==> src/sv/wnm_pkg.sv <==
package wnm_pkg;

  // Fixed field widths of the pattern registers and ports
  localparam int unsigned PAT_SLOTS   = 11;
  localparam int unsigned FIRST_CHARS = 6;
  localparam int unsigned FIRST_W     = 48;
  localparam int unsigned REST_W      = 40;
  localparam int unsigned LEN_W       = 4;
  localparam int unsigned CFG_IDX_W   = 2;

  // Character codes used by the matcher
  localparam logic [7:0] CHAR_STAR  = 8'h2A;
  localparam logic [7:0] CHAR_QMARK = 8'h3F;
  localparam logic [7:0] CHAR_SPACE = 8'h20;
  localparam logic [7:0] LOW7_MASK  = 8'h7F;

  // Configuration register indexes
  typedef enum logic [CFG_IDX_W-1:0] {
    CFG_PATTERN_FIRST  = 2'd0,
    CFG_PATTERN_REST   = 2'd1,
    CFG_PATTERN_LENGTH = 2'd2
  } wnm_cfg_idx_t;

  // Per-cell control, set up by the top level for each position
  typedef struct packed {
    logic home;     // position zero, live after clearing
    logic in_pat;   // position lies inside the pattern
    logic is_end;   // position is the pattern end
    logic consume;  // an item carrying a byte is taken this cycle
    logic clear;    // the name ends this cycle
  } wnm_cell_ctrl_t;

  // Per-cell status returned to the top level
  typedef struct packed {
    logic acc;      // this position accepts on the current byte
    logic fin;      // this position accepts at name end
    logic live;     // stored live bit
    logic star;     // stored sticky bit
  } wnm_cell_stat_t;

  // Upper-case folding of a..z, everything else unchanged
  function automatic logic [7:0] fold_char(input logic [7:0] ch);
    logic [7:0] res;
    res = ch;
    if (ch >= 8'h61 && ch <= 8'h7A) begin
      res = ch - 8'h20;
    end
    return res;
  endfunction

endpackage

==> src/sv/wnm_cell.sv <==
module wnm_cell
  import wnm_pkg::*;
(
  input  logic           clk,
  input  logic           rst_n,
  input  wnm_cell_ctrl_t ctrl,
  input  logic [7:0]     pchar,
  input  logic [7:0]     name_byte,
  input  logic           run_in,
  output logic           run_out,
  input  logic           adv_in,
  output logic           adv_out,
  output wnm_cell_stat_t stat
);

  logic       live_r, live_nxt;
  logic       star_r, star_nxt;
  logic [6:0] low7;
  logic       is_star;
  logic       hit;
  logic       add;
  logic       live_now;
  logic       lit_ok;
  logic       acc_run;
  logic       acc_main;
  logic       chk_live;

  assign low7    = name_byte[6:0] & LOW7_MASK[6:0];
  assign is_star = ctrl.in_pat && (pchar == CHAR_STAR);

  // A star run carries on to the right while it is reached or entered here.
  assign run_out = is_star && (live_r || star_r || run_in);

  // The first non-star position after a live run becomes live and sticky,
  // unless it is a space, in which case the name is accepted.
  assign hit     = run_in && ctrl.in_pat && !is_star;
  assign add     = hit && (pchar != CHAR_SPACE);
  assign acc_run = (hit && (pchar == CHAR_SPACE)) || (run_in && ctrl.is_end);

  assign live_now = ((live_r || star_r) && (ctrl.in_pat || ctrl.is_end)) || add;

  // Literal comparison is case-insensitive on the low seven bits.
  assign lit_ok = (fold_char({1'b0, low7}) == fold_char(pchar));

  assign adv_out = live_now && ctrl.in_pat && !is_star &&
                   ((pchar == CHAR_QMARK) || (lit_ok && ({1'b0, low7} != CHAR_SPACE)));

  assign acc_main = live_now &&
                    ((ctrl.is_end && (name_byte == CHAR_SPACE)) ||
                     (ctrl.in_pat && !is_star && (pchar != CHAR_QMARK) && lit_ok &&
                      ({1'b0, low7} == CHAR_SPACE)));

  // Name-end check looks at the live bit as it stands after this item.
  assign chk_live = ctrl.consume ? adv_in : live_r;

  assign stat.acc  = acc_run || acc_main;
  assign stat.fin  = chk_live &&
                     (ctrl.is_end ||
                      (ctrl.in_pat && ((pchar == CHAR_SPACE) || (pchar == CHAR_STAR))));
  assign stat.live = live_r;
  assign stat.star = star_r;

  // Next state of the position
  always_comb begin
    live_nxt = live_r;
    star_nxt = star_r;
    if (ctrl.clear) begin
      live_nxt = ctrl.home;
      star_nxt = 1'b0;
    end else if (ctrl.consume) begin
      live_nxt = adv_in;
      star_nxt = star_r || add;
    end
  end

  always_ff @(posedge clk) begin
    if (!rst_n) begin
      live_r <= ctrl.home;
      star_r <= 1'b0;
    end else begin
      live_r <= live_nxt;
      star_r <= star_nxt;
    end
  end

endmodule

==> src/sv/wildcard_name_matcher_top.sv <==
// Wildcard name matcher. A file name streams in one byte per item and is
// matched against a pattern of up to MAX_PATTERN characters held in three
// configuration registers; '?' matches any byte, '*' any run, and letters
// compare without regard to case. The block takes one item every cycle
// while in_stall is low, with no gaps between names. The match state
// sits in a row of MAX_PATTERN + 1 position cells that all update in the
// same cycle; a star run ripples through the row within that cycle. The
// single match bit of a name appears on the output register in the cycle
// after its final item is accepted, and the cells are cleared at that
// same edge, so the next name may follow at once. The name channel is
// stalled only while a finished result waits in the output register with
// out_stall high. An item with no_byte set and name_end clear is ignored.
module wildcard_name_matcher_top
  import wnm_pkg::*;
#(
  parameter int unsigned MAX_PATTERN = 11
) (
  input  logic                 clk,
  input  logic                 rst_n,
  // Configuration write channel
  input  logic                 cfg_valid,
  output logic                 cfg_ready,
  input  logic [CFG_IDX_W-1:0] cfg_index,
  input  logic [FIRST_W-1:0]   cfg_data,
  // Name byte channel
  input  logic                 in_valid,
  output logic                 in_stall,
  input  logic [7:0]           in_name_byte,
  input  logic                 in_name_end,
  input  logic                 in_no_byte,
  // Result channel
  output logic                 out_valid,
  input  logic                 out_stall,
  output logic                 out_matched
);

  localparam int unsigned LAST = MAX_PATTERN;
  localparam logic [LEN_W-1:0] MAX_LEN = LEN_W'(MAX_PATTERN);

  logic [FIRST_W-1:0] pattern_first_r;
  logic [REST_W-1:0]  pattern_rest_r;
  logic [LEN_W-1:0]   pattern_length_r;
  logic [LEN_W-1:0]   len;
  logic [7:0]         chars [0:PAT_SLOTS];

  logic               accepted_r, accepted_nxt;
  logic               out_valid_r, out_valid_nxt;
  logic               out_matched_r, out_matched_nxt;

  logic               accept_in;
  logic               consume;
  logic               done;
  logic               acc_any;
  logic               fin_any;

  wnm_cell_ctrl_t     ctrl [0:LAST];
  wnm_cell_stat_t     stat [0:LAST];
  logic [LAST+1:0]    run_c;
  logic [LAST+1:0]    adv_c;
  logic [LAST:0]      acc_v;
  logic [LAST:0]      fin_v;
  logic [LAST:0]      live_v;
  logic [LAST:0]      star_v;

  // Configuration registers, always ready
  assign cfg_ready = 1'b1;

  always_ff @(posedge clk) begin
    if (!rst_n) begin
      pattern_first_r  <= '0;
      pattern_rest_r   <= '0;
      pattern_length_r <= '0;
    end else if (cfg_valid && cfg_ready) begin
      case (cfg_index)
        CFG_PATTERN_FIRST:  pattern_first_r  <= cfg_data;
        CFG_PATTERN_REST:   pattern_rest_r   <= cfg_data[REST_W-1:0];
        CFG_PATTERN_LENGTH: pattern_length_r <= cfg_data[LEN_W-1:0];
        default: ;
      endcase
    end
  end

  // Effective pattern length, limited to MAX_PATTERN
  assign len = (pattern_length_r > MAX_LEN) ? MAX_LEN : pattern_length_r;

  // Pattern characters unpacked from the two registers; the slot past the
  // last character slot holds zero and feeds the last cell.
  for (genvar k = 0; k < PAT_SLOTS; k++) begin : g_chars
    if (k < FIRST_CHARS) begin : g_first
      assign chars[k] = pattern_first_r[8*k +: 8];
    end else begin : g_rest
      assign chars[k] = pattern_rest_r[8*(k-FIRST_CHARS) +: 8];
    end
  end
  assign chars[PAT_SLOTS] = 8'h00;

  // Handshake of the name channel
  assign in_stall  = out_valid_r && out_stall;
  assign accept_in = in_valid && !in_stall;
  assign consume   = accept_in && !in_no_byte;
  assign done      = accept_in && in_name_end;

  // Row of position cells
  assign run_c[0] = 1'b0;
  assign adv_c[0] = 1'b0;

  for (genvar p = 0; p <= LAST; p++) begin : g_cell
    assign ctrl[p].home    = (p == 0);
    assign ctrl[p].in_pat  = (LEN_W'(p) < len);
    assign ctrl[p].is_end  = (LEN_W'(p) == len);
    assign ctrl[p].consume = consume;
    assign ctrl[p].clear   = done;

    wnm_cell u_cell (
      .clk       (clk),
      .rst_n     (rst_n),
      .ctrl      (ctrl[p]),
      .pchar     (chars[p]),
      .name_byte (in_name_byte),
      .run_in    (run_c[p]),
      .run_out   (run_c[p+1]),
      .adv_in    (adv_c[p]),
      .adv_out   (adv_c[p+1]),
      .stat      (stat[p])
    );

    assign acc_v[p]  = stat[p].acc;
    assign fin_v[p]  = stat[p].fin;
    assign live_v[p] = stat[p].live;
    assign star_v[p] = stat[p].star;
  end

  assign acc_any = |acc_v;
  assign fin_any = |fin_v;

  // Sticky accept flag and result register
  always_comb begin
    accepted_nxt    = accepted_r;
    out_valid_nxt   = out_valid_r;
    out_matched_nxt = out_matched_r;
    if (consume) begin
      accepted_nxt = accepted_r || acc_any;
    end
    if (done) begin
      out_valid_nxt   = 1'b1;
      out_matched_nxt = accepted_nxt || fin_any;
      accepted_nxt    = 1'b0;
    end else if (!out_stall) begin
      out_valid_nxt = 1'b0;
    end
  end

  always_ff @(posedge clk) begin
    if (!rst_n) begin
      accepted_r  <= 1'b0;
      out_valid_r <= 1'b0;
    end else begin
      accepted_r  <= accepted_nxt;
      out_valid_r <= out_valid_nxt;
    end
  end

  always_ff @(posedge clk) begin
    out_matched_r <= out_matched_nxt;
  end

  assign out_valid   = out_valid_r;
  assign out_matched = out_matched_r;

  // The final item of a name always leaves a result behind.
  a_done_gives_result: assert property (@(posedge clk) disable iff (!rst_n)
    done |=> out_valid_r)
    else $error("name end did not load a result");

  // The name channel is held back only by a waiting, stalled result.
  a_stall_cause: assert property (@(posedge clk) disable iff (!rst_n)
    in_stall |-> out_valid_r)
    else $error("input stalled without a pending result");

  // After a name ends the cells and the accept flag are back at rest.
  a_cleared: assert property (@(posedge clk) disable iff (!rst_n)
    done |=> (live_v == {{LAST{1'b0}}, 1'b1}) && (star_v == '0) && !accepted_r)
    else $error("match state not cleared after name end");

  // An empty item inside a name leaves the match state alone.
  a_empty_item: assert property (@(posedge clk) disable iff (!rst_n)
    (accept_in && in_no_byte && !in_name_end) |=>
      $stable(live_v) && $stable(star_v) && $stable(accepted_r))
    else $error("empty item changed the match state");

  // Nothing ripples out past the last position of the row.
  a_chain_end: assert property (@(posedge clk) disable iff (!rst_n)
    1'b1 |-> !run_c[LAST+1] && !adv_c[LAST+1])
    else $error("activity past the last position");

endmodule
==> config.mk <==
export PLATFORM = sky130hd
export DESIGN_NAME = wildcard_name_matcher_top
export DESIGN_NICKNAME = d
export VERILOG_FILES = /design/src/sv/wnm_pkg.sv /design/src/sv/wnm_cell.sv /design/src/sv/wildcard_name_matcher_top.sv
export SDC_FILE = /design/constraint.sdc
export NUM_CORES = 1
export LEC_CHECK = 0
export ABC_CLOCK_PERIOD_IN_PS = 4500
export BUFFER_PORTS_ARGS = -buffer_cell sky130_fd_sc_hd__clkbuf_2
export CAP_MARGIN = 20
export CORE_MARGIN = 3
export CORE_UTILIZATION = 61
export DETAILED_ROUTE_END_ITERATION = 7
export PLACE_DENSITY_LB_ADDON = 0.1
export SLEW_MARGIN = 40
export SYNTH_ARGS = -nofsm -noshare
export SYNTH_HDL_FRONTEND = slang
export SYNTH_SLANG_ARGS = --single-unit
==> constraint.sdc <==
create_clock -name clk -period 4.5 [get_ports clk]
set_input_delay 0.45 -clock clk [delete_from_list [all_inputs] [get_ports clk]]
set_output_delay 0.45 -clock clk [all_outputs]
set_load 0.01 [all_outputs]
==> results.yml <==
run_status:
  status: "finished with violations"
  violations: "design-rule violations"
final_layout:
  area_growth_pct: 12.0
  num_antenna_cells: 0
  fin_nets: 1336
  final_cells: 1439
  design_area_um2: 9890
  num-fill-cells: 1140
  final_util_pct: 70.4
  drive_gt1_share_pct: 12.2
critical_path:
  required_ps: 4800
  worstPathMaxFanout: 7
  crit_buf_inv: 0
  crit_chain: "or3b_2 -> nor3_1 -> nand4_1 -> a211oi_1 -> nand4_1 -> or3_1 -> o31ai_1 -> o221a_2 -> a41oi_1 -> o311a_1 -> nand4_1"
  critical-path-slowest-cell: "or3b_2"
  critical_path_class: "register to register"
  endpoint_kind: "register"
  critical_path.most_common_cell: "nand4_1"
  startpoint_type: "register"
  cp_data_arrival_time_ps: 4150
  critical-path-top-delay-family: "simple AND/OR/NAND/NOR gates"
  worst_path_largest_cell_delay_ps: 520
synth:
  synth_seq_cells: 118
  syn_area_um2: 8830
  synth_ff_type: "dfxtp_1"
  synth_area_leader_cell: "dfxtp_1"
  yosys-top-cells-area: "dfxtp_1 27%, nand2_1 11%, a21boi_0 7.9%"
  yosysMostFrequentCell: "nand2_1"
  ys_seq_area_share_pct: 26.9
  synth_area_per_cell_um2: 7.33
  synth-edff-count: 1
  synth.distinct_cells: 81
  ys_warn_count: 0
  synth_top_cells_by_count: "250 x nand2_1, 117 x dfxtp_1, 93 x a21boi_0, 90 x nor2_1, 53 x clkbuf_1"
  synth_top_area_share_pct: 26.5
  synth_cells: 1205
  syn_nets: 1295
  synthArstFlopShare_pct: 0
clock_tree:
  cts_tree: "yes"
  cts_inserted_buffers: 17
  h-tree-depth: 4
  clkTransAtPathRegs_ps: 70
  cts_buffer_depth: 2
  cts_resized: 0
  cts-root-buf: "clkbuf_16"
  cts.sinks: 118
  cts_setup_buffers: 0
  worstSkewPairLatency_ps: 430
  cts_hold_buf: 0
placement:
  port_buffers: 67
  placed_cell_area_um2: 9290
  dp_hpwl_mm: 23.0
  gp_congestion: 1.11
  dp.cells: 1407
drt:
  ant_nets: 0
  drt-total-wl_mm: 31.2
  vias_per_cell: 6.73
  wire_per_inst_um: 21.7
  drt_iter0_drc: 1491
  drc: 1
  num_vias: 9683
  drt_first_pass_iters: 8
timing:
  slew_violations: 0
  period_share_pct: 85.5
  fin_skew_ps: 12.4
  tns_ps: 0
  setup_violations: 0
  layout_min_cycle_time_ps: 3850
  rsz0062_at_grt: "false"
  tightestPinTransition_ps: 843
  max_freq_mhz: 260
  hold_viol_final: 0
  slew-limit-headroom_pct: 43.0
run:
  drv_cap: 0
global_route:
  grt_max_degree: 95
  grt_use_total_pct: 38.1
  grt_overflow: 0
  grt_pass1_wl_mm: 47.9
  antenna_found_initial: 0
  grt_pass1_vias: 8713
hold_path:
  min_path_type: "input port to register"
floorplan:
  start_util_pct: 62.9
  dieArea_um2: 16000
  core_area_um2: 14000
  ioPinCount: 69
  dieWidth_um: 126
  die_y_um: 126
  placementRows: 43
pwr:
  power_density_nw_per_um2: 295
  p_leak_nw: 3.49
  vdd_drop_max_v: 0.000334
## stage by stage
stage | worst slack [ps] | hold slack [ps] | power, W
after floorplan | 971 | 433 | 0.00141
after global placement | 604 | 449 | 0.00154
after detailed placement | 555 | 464 | 0.00155
after CTS | 706 | 244 | 0.00290
after global routing | 459 | 268 | 0.00299
final | 653 | 249 | 0.00292
## layout make-up
cell class,instances,area (µm²),area share [%]
flip-flops and latches,118,2370,24.0
repair buffers,88,493,4.98
clock buffers,19,443,4.48
multi-input cells,983,6080,61.4
well taps,180,225,2.28
inverters,38,143,1.44
clock inverters,13,138,1.39
## metal layers
metal,part of all wire (%),GRT usage [%],vias up
li1,-,-,4428
met1,41,54.6,4491
met2,42,54.0,649
met3,13,11.1,115
met4,3.8,15.1,0
met5,0,0,-
## final timing paths
| check | from | end | slack [ps] | depth (start not counted) |
|---|---|---|---|---|
| worst max-delay path | pattern_first_r[1] | out_matched | 650 | 11 |
| worst min-delay path | cfg_data[42] | pattern_first_r[42] | 250 | 3 |
| worst max register to register | pattern_first_r[1] | out_matched | 650 | 11 |
| worst min register to register | g_cell[6].u_cell.star_r | g_cell[6].u_cell.star_r | 480 | 2 |
## worst min-delay path, cell delays in order
cell	delay, ps
clkbuf_2	80
nand2_1	40
a21boi_0	60
## report_power, final
| group | leakage (nW) | switching, W | total (W) | internal [W] |
|---|---|---|---|---|
| Sequential | 0.959 | 0.0000552 | 0.00113 | 0.00108 |
| Clock | 0.279 | 0.000577 | 0.00137 | 0.000791 |
| Combinational | 2.26 | 0.000257 | 0.000416 | 0.000159 |
| Total | 3.49 | 0.000889 | 0.00292 | 0.00203 |
## cells by family after synthesis
family	count (synthesis)	share of synthesized area, %
and+or+nand+nor	566	31.2
AOI/OAI and AO/OA	305	24.9
DFF	118	26.9
buffers and inverters	104	4.69
xor gates and xnor gates	77	7.64
adders and majority gates	25	3.54
muxes	9	1.05
other	1	0.0425
## state kept, by name, summed over array words and instances, names as in the netlist
| name | cells |
|---|---|
| out_valid | 1 |
| out_matched | 1 |
| pattern_rest_r | 40 |
| pattern_first_r | 48 |
| accepted_r | 1 |
| g_cell.u_cell.live_r | 12 |
| g_cell.u_cell.star_r | 11 |
| pattern_length_r | 4 |
## placed cells by master (no fill, tap or decap), types with 11 or more instances in the layout
cell type	count
nand2_1	249
dfxtp_1	117
a21boi_0	93
nor2_1	88
clkbuf_2	67
xnor2_1	48
o21ai_0	40
inv_1	38
nor3_1	38
nand3_1	36
a21oi_1	33
xor2_1	29
ha_1	25
nand4_1	22
buf_4	21
clkbuf_16	17
nor4_1	14
nand2b_1	13
nand4b_1	13
a31oi_1	13
o31ai_1	11
nor2b_1	11
No activity file was read; power rests on OpenSTA's default activity.
